$ cat src/rtl/brsc_pkg.sv
`timescale 1ns / 1ps
// Shared types and constants for the bit range scan, enumerate and count unit.
// No dependencies; imported by every module of the block.
package brsc_pkg;

    localparam int WORD_BITS      = 64;
    localparam int POS_BITS       = 32;
    localparam int INDEX_BITS     = 26;
    localparam int RANGE_BITS     = 33;
    localparam int COUNT_BITS     = 33;
    localparam int IDX_BITS       = $clog2(WORD_BITS);
    localparam int OFS_BITS       = IDX_BITS + 1;
    localparam int POP_BITS       = $clog2(WORD_BITS + 1);
    localparam int LANE_BITS      = 8;
    localparam int LANES          = WORD_BITS / LANE_BITS;
    localparam int LANE_POP_BITS  = $clog2(LANE_BITS + 1);
    localparam int MODE_BITS      = 2;
    localparam int REG_IDX_BITS   = 2;
    localparam int CFG_DATA_BITS  = RANGE_BITS;
    localparam int QUEUE_DEPTH    = 4;
    localparam int QPTR_BITS      = $clog2(QUEUE_DEPTH);

    localparam int IN_FIELD_BITS  = INDEX_BITS + 2 * WORD_BITS;
    localparam int IN_TDATA_BITS  = ((IN_FIELD_BITS + 7) / 8) * 8;
    localparam int OUT_FIELD_BITS = POS_BITS + COUNT_BITS;
    localparam int OUT_TDATA_BITS = ((OUT_FIELD_BITS + 7) / 8) * 8;
    localparam int OUT_PAD_BITS   = OUT_TDATA_BITS - OUT_FIELD_BITS;
    localparam int OUT_TUSER_BITS = 2;

    // tuser bit positions on the result channel
    localparam int TUSER_POS_VALID = 0;
    localparam int TUSER_SCAN_DONE = 1;

    // match mode codes; the unused code behaves as MODE_AND
    localparam logic [MODE_BITS-1:0] MODE_ONES  = 2'd0;
    localparam logic [MODE_BITS-1:0] MODE_ZEROS = 2'd1;
    localparam logic [MODE_BITS-1:0] MODE_AND   = 2'd2;

    // configuration register indexes
    localparam logic [REG_IDX_BITS-1:0] REG_MATCH_MODE  = 2'd0;
    localparam logic [REG_IDX_BITS-1:0] REG_RANGE_BEGIN = 2'd1;
    localparam logic [REG_IDX_BITS-1:0] REG_RANGE_END   = 2'd2;
    localparam logic [REG_IDX_BITS-1:0] REG_EMIT_POS    = 2'd3;

    localparam logic [COUNT_BITS-1:0] COUNT_MAX = {COUNT_BITS{1'b1}};

    typedef struct packed {
        logic [MODE_BITS-1:0]  match_mode;
        logic [RANGE_BITS-1:0] range_begin;
        logic [RANGE_BITS-1:0] range_end;
        logic                  emit_positions;
    } t_cfg;

    typedef struct packed {
        logic [WORD_BITS-1:0]  mask;
        logic [INDEX_BITS-1:0] index;
        logic [POP_BITS-1:0]   pop;
        logic                  last;
    } t_item;

endpackage

$ cat src/rtl/brsc_front.sv
`timescale 1ns / 1ps
// Front end: accepts words, builds the qualified match mask and counts it.
// Depends on brsc_pkg.
module brsc_front import brsc_pkg::*; (
    input  logic                  i_clk,
    input  logic                  i_rst_n,
    input  t_cfg                  i_cfg,
    input  logic                  i_valid,
    output logic                  o_ready,
    input  logic [INDEX_BITS-1:0] i_index,
    input  logic [WORD_BITS-1:0]  i_data,
    input  logic [WORD_BITS-1:0]  i_second,
    input  logic                  i_last,
    input  logic                  i_full,
    output logic                  o_push,
    output t_item                 o_item
);

    logic                     r_s1_v;
    logic [WORD_BITS-1:0]     r_s1_mask;
    logic [INDEX_BITS-1:0]    r_s1_index;
    logic                     r_s1_last;

    logic                     r_s2_v;
    logic [WORD_BITS-1:0]     r_s2_mask;
    logic [INDEX_BITS-1:0]    r_s2_index;
    logic                     r_s2_last;
    logic [LANE_POP_BITS-1:0] r_s2_lane [LANES];

    logic                     en;
    logic [WORD_BITS-1:0]     sel;
    logic [WORD_BITS-1:0]     range_mask;
    logic [RANGE_BITS:0]      base;
    logic [RANGE_BITS:0]      d_lo;
    logic [RANGE_BITS:0]      d_hi;
    logic [OFS_BITS-1:0]      lo;
    logic [OFS_BITS-1:0]      hi;
    logic [LANE_POP_BITS-1:0] n_lane [LANES];
    logic [POP_BITS-1:0]      pop_sum;

    // stall the whole front when the last stage cannot hand over
    assign en      = !(r_s2_v && i_full);
    assign o_ready = en;
    assign o_push  = r_s2_v && !i_full;

    always_comb begin
        unique case (i_cfg.match_mode)
            MODE_ONES:  sel = i_data;
            MODE_ZEROS: sel = ~i_data;
            default:    sel = i_data & i_second;
        endcase
    end

    // clamp the range bounds to offsets within this word
    always_comb begin
        base = (RANGE_BITS + 1)'({i_index, {IDX_BITS{1'b0}}});
        d_lo = {1'b0, i_cfg.range_begin} - base;
        d_hi = {1'b0, i_cfg.range_end} - base;
        if (d_lo[RANGE_BITS]) begin
            lo = '0;
        end else if (d_lo >= (RANGE_BITS + 1)'(WORD_BITS)) begin
            lo = OFS_BITS'(WORD_BITS);
        end else begin
            lo = d_lo[OFS_BITS-1:0];
        end
        if (d_hi[RANGE_BITS]) begin
            hi = '0;
        end else if (d_hi >= (RANGE_BITS + 1)'(WORD_BITS)) begin
            hi = OFS_BITS'(WORD_BITS);
        end else begin
            hi = d_hi[OFS_BITS-1:0];
        end
        for (int i = 0; i < WORD_BITS; i++) begin
            range_mask[i] = (OFS_BITS'(i) >= lo) && (OFS_BITS'(i) < hi);
        end
    end

    always_comb begin
        for (int l = 0; l < LANES; l++) begin
            n_lane[l] = '0;
            for (int b = 0; b < LANE_BITS; b++) begin
                n_lane[l] = n_lane[l] + LANE_POP_BITS'(r_s1_mask[l*LANE_BITS + b]);
            end
        end
        pop_sum = '0;
        for (int l = 0; l < LANES; l++) begin
            pop_sum = pop_sum + POP_BITS'(r_s2_lane[l]);
        end
    end

    always_ff @(posedge i_clk) begin
        if (!i_rst_n) begin
            r_s1_v <= 1'b0;
            r_s2_v <= 1'b0;
        end else if (en) begin
            r_s1_v <= i_valid;
            r_s2_v <= r_s1_v;
        end
    end

    always_ff @(posedge i_clk) begin
        if (en) begin
            r_s1_mask  <= sel & range_mask;
            r_s1_index <= i_index;
            r_s1_last  <= i_last;
            r_s2_mask  <= r_s1_mask;
            r_s2_index <= r_s1_index;
            r_s2_last  <= r_s1_last;
            r_s2_lane  <= n_lane;
        end
    end

    assign o_item.mask  = r_s2_mask;
    assign o_item.index = r_s2_index;
    assign o_item.pop   = pop_sum;
    assign o_item.last  = r_s2_last;

endmodule

$ cat src/rtl/brsc_queue.sv
`timescale 1ns / 1ps
// Short queue of classified words between the front and the back.
// Depends on brsc_pkg.
module brsc_queue import brsc_pkg::*; (
    input  logic  i_clk,
    input  logic  i_rst_n,
    input  logic  i_push,
    input  t_item i_item,
    output logic  o_full,
    input  logic  i_pop,
    output logic  o_valid,
    output t_item o_item
);

    t_item                r_mem [QUEUE_DEPTH];
    logic [QPTR_BITS-1:0] r_wr_ptr;
    logic [QPTR_BITS-1:0] r_rd_ptr;
    logic [QPTR_BITS:0]   r_count;

    assign o_full  = (r_count == (QPTR_BITS + 1)'(QUEUE_DEPTH));
    assign o_valid = (r_count != '0);
    assign o_item  = r_mem[r_rd_ptr];

    always_ff @(posedge i_clk) begin
        if (!i_rst_n) begin
            r_wr_ptr <= '0;
            r_rd_ptr <= '0;
            r_count  <= '0;
        end else begin
            if (i_push) begin
                r_wr_ptr <= r_wr_ptr + 1'b1;
            end
            if (i_pop) begin
                r_rd_ptr <= r_rd_ptr + 1'b1;
            end
            if (i_push && !i_pop) begin
                r_count <= r_count + 1'b1;
            end else if (i_pop && !i_push) begin
                r_count <= r_count - 1'b1;
            end
        end
    end

    always_ff @(posedge i_clk) begin
        if (i_push) begin
            r_mem[r_wr_ptr] <= i_item;
        end
    end

endmodule

$ cat src/rtl/brsc_back.sv
`timescale 1ns / 1ps
// Back end: walks the current word's matches, keeps the running count and
// holds the result register. Depends on brsc_pkg.
module brsc_back import brsc_pkg::*; (
    input  logic                  i_clk,
    input  logic                  i_rst_n,
    input  t_cfg                  i_cfg,
    input  logic                  i_q_valid,
    input  t_item                 i_q_item,
    output logic                  o_q_pop,
    output logic                  o_valid,
    input  logic                  i_ready,
    output logic [POS_BITS-1:0]   o_position,
    output logic                  o_position_valid,
    output logic [COUNT_BITS-1:0] o_running_count,
    output logic                  o_last_of_item,
    output logic                  o_scan_done
);

    logic                  r_cur_v;
    t_item                 r_cur;
    logic [COUNT_BITS-1:0] r_total;

    logic                  r_o_valid;
    logic [POS_BITS-1:0]   r_o_pos;
    logic                  r_o_pv;
    logic [COUNT_BITS-1:0] r_o_cnt;
    logic                  r_o_last;
    logic                  r_o_done;

    logic                  slot_free;
    logic                  fire;
    logic                  walk;
    logic                  final_res;
    logic                  consume;
    logic [WORD_BITS-1:0]  lsb;
    logic [WORD_BITS-1:0]  rem_next;
    logic [IDX_BITS-1:0]   bit_idx;
    logic [POP_BITS-1:0]   inc;
    logic [COUNT_BITS:0]   sum;
    logic [COUNT_BITS-1:0] cnt;

    assign slot_free = !r_o_valid || i_ready;
    assign fire      = r_cur_v && slot_free;
    assign walk      = i_cfg.emit_positions && (r_cur.mask != '0);

    // isolate the lowest match and encode its offset
    always_comb begin
        lsb      = r_cur.mask & (~r_cur.mask + 1'b1);
        rem_next = r_cur.mask & (r_cur.mask - 1'b1);
        bit_idx  = '0;
        for (int i = 0; i < WORD_BITS; i++) begin
            if (lsb[i]) begin
                bit_idx = bit_idx | IDX_BITS'(i);
            end
        end
    end

    always_comb begin
        inc       = walk ? POP_BITS'(1) : r_cur.pop;
        sum       = {1'b0, r_total} + (COUNT_BITS + 1)'(inc);
        cnt       = sum[COUNT_BITS] ? COUNT_MAX : sum[COUNT_BITS-1:0];
        final_res = walk ? (rem_next == '0) : 1'b1;
        consume   = !r_cur_v || (fire && final_res);
    end

    assign o_q_pop = consume && i_q_valid;

    always_ff @(posedge i_clk) begin
        if (!i_rst_n) begin
            r_cur_v   <= 1'b0;
            r_total   <= '0;
            r_o_valid <= 1'b0;
        end else begin
            if (consume) begin
                r_cur_v <= i_q_valid;
            end
            if (fire) begin
                r_total <= (final_res && r_cur.last) ? '0 : cnt;
            end
            if (slot_free) begin
                r_o_valid <= fire;
            end
        end
    end

    always_ff @(posedge i_clk) begin
        if (consume) begin
            r_cur <= i_q_item;
        end else if (fire) begin
            r_cur.mask <= rem_next;
        end
        if (fire) begin
            r_o_pos  <= walk ? POS_BITS'({r_cur.index, bit_idx}) : '0;
            r_o_pv   <= walk;
            r_o_cnt  <= cnt;
            r_o_last <= final_res;
            r_o_done <= final_res && r_cur.last;
        end
    end

    assign o_valid          = r_o_valid;
    assign o_position       = r_o_pos;
    assign o_position_valid = r_o_pv;
    assign o_running_count  = r_o_cnt;
    assign o_last_of_item   = r_o_last;
    assign o_scan_done      = r_o_done;

endmodule

$ cat src/rtl/bit_range_scan_enumerate_count_unit.sv
`timescale 1ns / 1ps
// Top level of the bit range scan, enumerate and count unit.
// Depends on brsc_pkg, brsc_front, brsc_queue and brsc_back.
//
// Usage:
//   Words of a bit vector enter on the s_axis request channel, one 64-bit
//   word (plus the second vector's word) per request, tagged with its word
//   index; tlast marks the final word of a scan. Matching bits (ones, zeros,
//   or ones of both vectors) inside [range_begin, range_end) are counted.
//   Each word yields one or more result requests on m_axis: with position
//   output on, one request per match, lowest position first; otherwise, or
//   with no match, a single count-only request. tlast marks the final
//   result of a word, tuser carries the position-valid and scan-done flags.
//   Configuration is written over the cfg channel while the unit is idle.
// Timing:
//   A word's first result passes front stages s1 and s2, the queue, r_cur
//   and the result register. Words are taken one per cycle unless the queue
//   is full; the back end emits one result per cycle while the receiver is
//   ready (one per match with positions); a four-entry queue absorbs bursts.
// Reset and stall:
//   Reset restores the register defaults, clears the running count and
//   empties the pipeline. A stalled receiver holds the result register; the
//   queue fills, and then s_axis tready drops until space returns.
module bit_range_scan_enumerate_count_unit import brsc_pkg::*; (
    input  logic                      i_clk,
    input  logic                      i_rst_n,
    // cfg write channel
    input  logic                      i_cfg_valid,
    output logic                      o_cfg_ready,
    input  logic [REG_IDX_BITS-1:0]   i_cfg_index,
    input  logic [CFG_DATA_BITS-1:0]  i_cfg_data,
    // word input
    input  logic                      i_s_axis_tvalid,
    output logic                      o_s_axis_tready,
    // tdata from bit 0: word_index[25:0], data_word[63:0], second_word[63:0], zero pad
    input  logic [IN_TDATA_BITS-1:0]  i_s_axis_tdata,
    input  logic                      i_s_axis_tlast,
    // result output
    output logic                      o_m_axis_tvalid,
    input  logic                      i_m_axis_tready,
    // tdata from bit 0: position[31:0], running_count[32:0], zero pad
    output logic [OUT_TDATA_BITS-1:0] o_m_axis_tdata,
    output logic                      o_m_axis_tlast,
    // tuser from bit 0: position_valid, scan_done
    output logic [OUT_TUSER_BITS-1:0] o_m_axis_tuser
);

    t_cfg                  r_cfg;
    logic                  q_full;
    logic                  q_push;
    logic                  q_pop;
    logic                  q_valid;
    t_item                 push_item;
    t_item                 head_item;
    logic [POS_BITS-1:0]   res_pos;
    logic                  res_pv;
    logic [COUNT_BITS-1:0] res_cnt;
    logic                  res_last;
    logic                  res_done;

    // configuration registers: always ready, narrowed to each field's width
    assign o_cfg_ready = 1'b1;

    always_ff @(posedge i_clk) begin
        if (!i_rst_n) begin
            r_cfg.match_mode     <= MODE_ONES;
            r_cfg.range_begin    <= '0;
            r_cfg.range_end      <= '0;
            r_cfg.emit_positions <= 1'b1;
        end else if (i_cfg_valid) begin
            unique case (i_cfg_index)
                REG_MATCH_MODE:  r_cfg.match_mode     <= i_cfg_data[MODE_BITS-1:0];
                REG_RANGE_BEGIN: r_cfg.range_begin    <= i_cfg_data[RANGE_BITS-1:0];
                REG_RANGE_END:   r_cfg.range_end      <= i_cfg_data[RANGE_BITS-1:0];
                REG_EMIT_POS:    r_cfg.emit_positions <= i_cfg_data[0];
                default:         r_cfg                <= r_cfg;
            endcase
        end
    end

    // front: select, range-qualify and count each word
    brsc_front u_front (
        .i_clk    (i_clk),
        .i_rst_n  (i_rst_n),
        .i_cfg    (r_cfg),
        .i_valid  (i_s_axis_tvalid),
        .o_ready  (o_s_axis_tready),
        .i_index  (i_s_axis_tdata[INDEX_BITS-1:0]),
        .i_data   (i_s_axis_tdata[INDEX_BITS +: WORD_BITS]),
        .i_second (i_s_axis_tdata[INDEX_BITS + WORD_BITS +: WORD_BITS]),
        .i_last   (i_s_axis_tlast),
        .i_full   (q_full),
        .o_push   (q_push),
        .o_item   (push_item)
    );

    // queue: decouple word intake from result emission
    brsc_queue u_queue (
        .i_clk   (i_clk),
        .i_rst_n (i_rst_n),
        .i_push  (q_push),
        .i_item  (push_item),
        .o_full  (q_full),
        .i_pop   (q_pop),
        .o_valid (q_valid),
        .o_item  (head_item)
    );

    // back: enumerate matches and advance the running count
    brsc_back u_back (
        .i_clk            (i_clk),
        .i_rst_n          (i_rst_n),
        .i_cfg            (r_cfg),
        .i_q_valid        (q_valid),
        .i_q_item         (head_item),
        .o_q_pop          (q_pop),
        .o_valid          (o_m_axis_tvalid),
        .i_ready          (i_m_axis_tready),
        .o_position       (res_pos),
        .o_position_valid (res_pv),
        .o_running_count  (res_cnt),
        .o_last_of_item   (res_last),
        .o_scan_done      (res_done)
    );

    assign o_m_axis_tdata = {{OUT_PAD_BITS{1'b0}}, res_cnt, res_pos};
    assign o_m_axis_tlast = res_last;
    assign o_m_axis_tuser = {res_done, res_pv};

endmodule

$ cat config.mk
export PLATFORM = sky130hd
export DESIGN_NAME = bit_range_scan_enumerate_count_unit
export DESIGN_NICKNAME = d
export VERILOG_FILES = /design/src/rtl/brsc_pkg.sv /design/src/rtl/brsc_front.sv /design/src/rtl/brsc_queue.sv /design/src/rtl/brsc_back.sv /design/src/rtl/bit_range_scan_enumerate_count_unit.sv
export SDC_FILE = /design/constraint.sdc
export NUM_CORES = 1
export LEC_CHECK = 0
export ABC_AREA = 1
export BUFFER_PORTS_ARGS = -buffer_cell sky130_fd_sc_hd__buf_2
export CAP_MARGIN = 20
export CORE_MARGIN = 4
export CORE_UTILIZATION = 40
export DETAILED_ROUTE_END_ITERATION = 10
export SLEW_MARGIN = 10
export SYNTH_ARGS = -nofsm -noshare
export SYNTH_HDL_FRONTEND = slang
export SYNTH_SLANG_ARGS = --single-unit
export TNS_END_PERCENT = 1
$ cat constraint.sdc
create_clock -name i_clk -period 19 [get_ports i_clk]
set_input_delay 3.8 -clock i_clk [delete_from_list [all_inputs] [get_ports i_clk]]
set_output_delay 3.8 -clock i_clk [all_outputs]
set_load 0.02 [all_outputs]
==> results.yml, run 1 <==
pwr:
  p_switching_mw: 2.08
  clock_power_share_pct: 28.5
  sw_frac_of_total_pct: 33.8
  p_per_area_nw_per_um2: 126
  p_seq_share_pct: 45.2
  power.internal_mw: 4.06
  peakVddDrop_mv: 0.113
  comb_power_share_pct: 26.4
  p_leak_nw: 19.8
timing:
  hold_viol: 0
  period_needed_ns: 7.52
  fmax_mhz: 133
  slew_viol_final: 0
  tightest_slew_ns: 1.14
  clock_skew_ns: 0.0156
  max_slew_margin_pct: 23.8
  timing.final.setup_violations: 0
  fin_crit_sh_pct: 39.6
  final.setup.tns_ns: 0
  grt_setup_unrepaired: "false"
critical_path:
  cp-end-kind: "register"
  cp_top_family: "simple AND/OR/NAND/NOR gates"
  required_ns: 19.37
  r2r_start: "u_back.r_cur[41]"
  cp-start-kind: "input port"
  slowest_stage: "nor2_1"
  slowest_delay_ns: 0.64
  path_class: "input port to register"
  worst_r2r_path_depth: 23
  crit_chain: "buf_2 -> inv_1 -> ha_1 -> nand2_1 -> o21ai_0 -> a21oi_1 -> or2_1 -> nand3_1 -> nand3_1 -> nor2_1 -> nand2_1 -> nor2_1 -> nand2_1 -> nand2_1 -> nand2_2 -> nor2_1 -> inv_1 -> nor2_1 -> nor3_1"
  worstPathMaxFanout: 17
  cp.arrival_ns: 7.89
  worst-r2r-setup-slack_ns: 13.82
  r2r_end: "u_back.o_running_count[32]"
  critPathBufInv: 3
clock_network:
  htreeDepth: 3
  cts_root_buf: "clkbuf_16"
  cts_inserted_buffers: 92
  tritoncts: "yes"
  clk_transition_reported_paths_ns: 0.06
  postCtsHoldBufs: 0
  clock_sinks: 887
  cts_resized: 0
  clkLatencyLatePin_ns: 0.65
  cts_setup_buffers: 0
  cts_buffer_depth: 3
route:
  vias_per_cell: 5.16
  dr.pass1.iters: 6
  drc: 0
  ant_nets: 0
  wl_per_cell_um: 19.2
  drt_iter0_drc: 2579
  dr_total_vias: 31769
  wl_um: 118000
final_layout:
  layout-drive-gt1-share_pct: 10.6
  fin_util_pct: 45.6
  syn_to_final_growth_pct: 13.3
  nFillCells: 10173
  fin_nets: 5041
floorplan:
  core_area_um2: 107000
  initial_core_util_pct: 40.2
  die_y_um: 336
  row_count: 120
  dieWidth_um: 336
  dieArea_um2: 113000
  io-pin-count: 279
hold_path:
  holdPathStages: 0
  holdPathEnd: "u_front.r_s2_index[9]"
  min_from: "u_front.r_s1_index[9]"
  min_path_type: "register to register"
yosys:
  synth_top_cell_area_share_pct: 53.8
  ys_ff_latch: 887
  synth_flop_cell: "edfxtp_1"
  syn_area_per_cell_um2: 9.72
  synth_area_um2: 43100
  ys_top_cells_by_area: "edfxtp_1, nand2_1, o21ai_0"
  synth_cell_types: 56
  ys_warn_count: 0
  netlist.top_cell.by_area: "edfxtp_1"
  ys_seq_area_share_pct: 59.2
  async_reset_ff_share_pct: 0
  synth_edf_count: 772
  netlist_instances: 4432
outcome:
  outcome: "finished clean"
grt:
  overflow: 0
  grt_max_degree: 161
  first_global_vias: 30155
  antenna_found_initial: 2
  grt_pass1_wl_um: 178000
  grt_usage_pct: 20.5
placement:
  io_buffers: 264
  dp_hpwl_um: 85700
  gp_congestion: 0.938
job:
  maxCapViolCount: 0
[layout make-up]
cell class | count | area, um2 | area share [%]
clock inverter | 47 | 443 | 0.908
inverter | 497 | 1870 | 3.83
timing repair buffer | 296 | 1570 | 3.23
sequential | 887 | 25500 | 52.2
tap | 1403 | 1760 | 3.60
clock buffer | 118 | 2460 | 5.04
multi-input combinational | 2909 | 15200 | 31.2
antenna | 1 | 2.50 | 0.00513
[worst max-delay path by stage]
stage | start | end | slack, ns | cells after the start
floorplan | u_queue.r_count[2] | o_s_axis_tready | 8.78 | 1
global placement | i_s_axis_tdata[18] | u_front.r_s1_mask[3] | 10.85 | 19
detailed placement | i_s_axis_tdata[0] | u_front.r_s1_mask[3] | 10.82 | 21
CTS | i_s_axis_tdata[0] | u_front.r_s1_mask[3] | 11.54 | 21
global route | i_s_axis_tdata[0] | u_front.r_s1_mask[3] | 11.09 | 23
finish | i_s_axis_tdata[18] | u_front.r_s1_mask[3] | 11.48 | 19
[sequential cells by signal, indices dropped and copies added, names as in the netlist, named ones only]
signal / count
u_queue.r_rd_ptr: 2
u_front.r_s1_v: 1
u_front.r_s2_index: 26
u_back.r_cur: 98
u_back.o_scan_done: 1
u_back.r_cur_v: 1
u_queue.r_count: 3
u_front.r_s1_last: 1
u_front.r_s2_v: 1
u_queue.r_wr_ptr: 2
u_front.r_s2_mask: 64
u_back.o_valid: 1
u_front.r_s2_lane: 32
u_back.o_last_of_item: 1
u_queue.r_mem: 392
u_back.o_position_valid: 1
u_back.r_total: 33
u_front.r_s1_mask: 64
u_back.o_running_count: 33
u_front.r_s2_last: 1
r_cfg: 69
u_back.o_position: 32
u_front.r_s1_index: 26
[cells in the final DEF (no fill, tap or decap), types with 7 or more instances in the layout]
cell type  synthesis  layout
nor2_4             4      10
clkinv_1           3      16
nand2_2            9      10
buf_4             10      31
clkbuf_1         117      21
o211ai_1           7       7
xnor2_1           25      25
clkbuf_16          0      93
nand4_1           56      56
nor2_1           593     587
dfxtp_1          115     113
nand3_1          158     158
nor2_2             8       8
a22o_1             8       8
o21ai_1           29      29
buf_2             12     264
nor3_1            48      47
a21oi_1          205     205
clkinv_2           1      13
xor2_1            22      22
inv_2             13      14
conb_1             2       8
ha_1             102     102
nand2_1          861     859
o22ai_1          108     108
o21ai_0          475     475
fa_1              55      55
o21bai_1          50      50
nor4_1            13      13
inv_1            480     477
or2_2              7       7
nand3b_1          10      10
edfxtp_1         772     772
[power by group through the flow]
stage | logic [mW] | registers, mW | clock network (mW)
3_3_place_gp | 1.60 | 2.81 | 0
6_report | 1.62 | 2.77 | 1.75
4_1_cts | 1.64 | 2.77 | 1.79
5_1_grt | 1.82 | 2.80 | 1.87
2_1_floorplan | 1.04 | 2.76 | 0
3_5_place_dp | 1.63 | 2.81 | 0
[Yosys cell counts (all sizes together), types with 7 or more instances]
| cell | instances |
|---|---|
| edfxtp | 772 |
| buf | 28 |
| nor2 | 605 |
| ha | 102 |
| clkbuf | 117 |
| o21bai | 50 |
| nand4 | 56 |
| nand3b | 10 |
| nand2 | 872 |
| fa | 55 |
| o21ai | 506 |
| or2 | 9 |
| a22o | 8 |
| dfxtp | 115 |
| nor3 | 51 |
| inv | 493 |
| xor2 | 22 |
| nor4 | 13 |
| a21oi | 211 |
| xnor2 | 25 |
| o211ai | 7 |
| o22ai | 108 |
| nand3 | 163 |
[layer usage]
metal / GRT usage (%) / up-vias / share of wire (%)
met1: 28.8 / 15006 / 45
met5: 0 / - / 0
met4: 6.05 / 0 / 2.6
met3: 2.47 / 198 / 5.3
met2: 33.4 / 921 / 47
li1: - / 15644 / -
[metrics by stage]
step	cells	setup WS [ns]	hold WS, ns	cell area, um2	power [mW]
after floorplan	4438	8.78	0.400	43100	3.80
after global placement	5992	10.85	0.402	45900	4.41
after detailed placement	5992	10.82	0.405	45900	4.44
after CTS	6157	11.54	0.413	48800	6.20
after global routing	6158	11.09	0.429	48800	6.50
final	6158	11.48	0.416	48800	6.14
[logic make-up (layout without fill, tap and decap cells)]
kind of cell | count (synthesis) | count (layout) | share of synthesized area [%]
AO/OA/AOI/OAI | 906 | 906 | 11.4
XOR/XNOR | 47 | 47 | 0.956
adder cells (fa/ha/maj) | 157 | 157 | 5.52
buffers and inverters | 642 | 958 | 5.74
flip-flops | 887 | 887 | 59.2
other | 2 | 9 | 0.0174
AND/OR/NAND/NOR | 1791 | 1791 | 17.2
No activity file was read; power rests on OpenSTA's default activity.
==> run 2: changes to the inputs <==
==> constraint.sdc (replaced) <==
create_clock -name i_clk -period 6.5 [get_ports i_clk]
set_input_delay 1.3 -clock i_clk [delete_from_list [all_inputs] [get_ports i_clk]]
set_output_delay 1.3 -clock i_clk [all_outputs]
set_load 0.02 [all_outputs]
==> run 2 against run 1 <==
Clock skew is 0.022 ns higher. Highest routed layer unchanged. The flow now finishes with violations (antenna rules). Setup slack worse by 10 ns. Register-to-register slack worse by 12 ns.
==> results.yml, run 2 (same netlist as run 1, synthesis figures left out) <==
timing:
  timing.final.setup_violations: 0
  max_slew_margin_pct: 32.0
  period_needed_ns: 5.15
  whs_ns: 0.420
  fmax_mhz: 194
  slew_viol_final: 0
  grt_setup_unrepaired: "false"
  fin_crit_sh_pct: 79.3
  clock_skew_ns: 0.0378
  tightest_slew_ns: 1.02
  hold_viol: 0
pwr:
  p_switching_mw: 6.12
  comb_power_share_pct: 25.6
  p_total_mw: 18.2
  p_leak_nw: 20.0
  p_per_area_nw_per_um2: 372
  clock_power_share_pct: 29.8
  p_seq_share_pct: 44.7
  power.internal_mw: 12.1
  sw_frac_of_total_pct: 33.6
  peakVddDrop_mv: 0.403
route:
  dr_total_vias: 31660
  ant_nets: 1
  wl_um: 119000
  dr.pass1.iters: 6
  vias_per_cell: 5.13
  drc: 0
  wl_per_cell_um: 19.2
  drt_iter0_drc: 2444
clock_network:
  cts_root_buf: "clkbuf_16"
  cts_setup_buffers: 0
  cts_inserted_buffers: 94
  htreeDepth: 3
  postCtsHoldBufs: 0
  tritoncts: "yes"
  clkLatencyLatePin_ns: 0.68
  cts_buffer_depth: 3
  clk_transition_reported_paths_ns: 0.06
  cts_resized: 0
  clock_sinks: 887
floorplan:
  die_y_um: 336
  initial_core_util_pct: 40.2
  dieArea_um2: 113000
  row_count: 120
  core_area_um2: 107000
  dieWidth_um: 336
  io-pin-count: 279
critical_path:
  worstSetupStartpoint: "u_back.r_cur[39]"
  worst_r2r_path_depth: 23
  worstPathMaxFanout: 12
  cp.arrival_ns: 5.52
  r2r_end: "u_back.o_running_count[32]"
  path_class: "register to register"
  cp-end-kind: "register"
  required_ns: 6.87
  worst-r2r-setup-slack_ns: 1.35
  cp-start-kind: "register"
  r2r_start: "u_back.r_cur[39]"
  crit_end: "u_back.o_running_count[32]"
final_layout:
  largest_reg_flops: 392
  fin_nets: 5041
  layout-drive-gt1-share_pct: 10.7
  final_common_cell: "nand2_1"
  largest-register: "u_queue.r_mem"
  fin_cells: 6170
  final_cell_mix: "nand2_1, edfxtp_1, nor2_1, inv_1, o21ai_0"
  reg_top3: "u_queue.r_mem x392, u_back.r_cur x98, r_cfg x69"
  syn_to_final_growth_pct: 14.0
  fin_util_pct: 45.9
placement:
  gp_congestion: 0.945
  dp.cells: 5990
  dp_hpwl_um: 86000
  io_buffers: 264
grt:
  grt_max_degree: 187
  overflow: 0
  first_global_vias: 30118
  grt_pass1_wl_um: 180000
  antenna_found_initial: 2
  grt_usage_pct: 20.7
job:
  maxCapViolCount: 0
hold_path:
  min_path_type: "register to register"
outcome:
  violations: "antenna rules"
  outcome: "complete, but fails checks"
run 2: changes by cell type in the layout (fill, tap and decap cells not counted), sizes merged:
cell	delta
buf	-2
clkbuf	-6
diode	+6
clkinv	+8
bufinv	+6
inv	+2
clkinvlp	-2
run 2: worst min path at each step:
stage	from	to	cells past startpoint
3_5_place_dp	u_front.r_s1_index[16]	u_front.r_s2_index[16]	0
3_3_place_gp	u_front.r_s1_last	u_front.r_s2_last	0
4_1_cts	u_front.r_s1_index[23]	u_front.r_s2_index[23]	0
6_report	u_front.r_s1_index[23]	u_front.r_s2_index[23]	0
5_1_grt	u_front.r_s1_index[13]	u_front.r_s2_index[13]	0
2_1_floorplan	u_front.r_s1_index[0]	u_front.r_s2_index[0]	0
run 2: cell type report:
class                      count  area [um2]
clock inverter                61         683
inverter                     497        1870
fill                       10101       58000
sequential                   887       25500
timing repair buffer         294        1630
clock buffer                 112        2440
tap                         1403        1760
multi-input combinational   2909       15200
antenna                        7        17.5
run 2: power by group through the flow:
| stage | Combinational (mW) | Sequential [mW] | Clock (mW) |
|---|---|---|---|
| finish | 4.66 | 8.15 | 5.43 |
| global route | 5.28 | 8.25 | 5.81 |
| CTS | 4.71 | 8.15 | 5.56 |
| detailed placement | 4.69 | 8.27 | 0 |
| global placement | 4.61 | 8.26 | 0 |
| floorplan | 3.04 | 8.07 | 0 |
run 2: through the flow:
stage	cell area (um2)	setup WS (ns)	TNS [ns]
finish	49100	1.35	0
global route	49100	0.826	0
CTS	49100	1.32	0
detailed placement	46000	1.08	0
global placement	45900	1.09	0
floorplan	43100	-2.60	-561.00
run 2: worst max-delay path: stages, from the launching register on:
cell	delay [ns]
edfxtp_1	0.44
nor2_1	0.21
nand2_1	0.17
nor2_4	0.21
nand3_1	0.28
inv_1	0.17
nand2_1	0.13
inv_1	0.10
nand2_1	0.10
nand2_1	0.09
inv_1	0.24
nor2_1	0.27
fa_1	0.24
a21oi_1	0.08
o21ai_1	0.20
a21oi_1	0.10
o21bai_1	0.18
nand2_1	0.11
a21oi_2	0.27
nand3_1	0.21
nor3_1	0.56
nand2_1	0.19
o21ai_1	0.16
nand3_1	0.12
run 2: per-layer routing:
layer  track usage (%)  part of all wire [%]  up-vias  routed length [um]
li1                  -                     -    15652                   -
met1              29.4                    46    15002               54400
met2              33.7                    47      838               55300
met3              2.63                   5.4      168                6390
met4              5.32                   2.1        0                2490
met5                 0                     0        -                   0
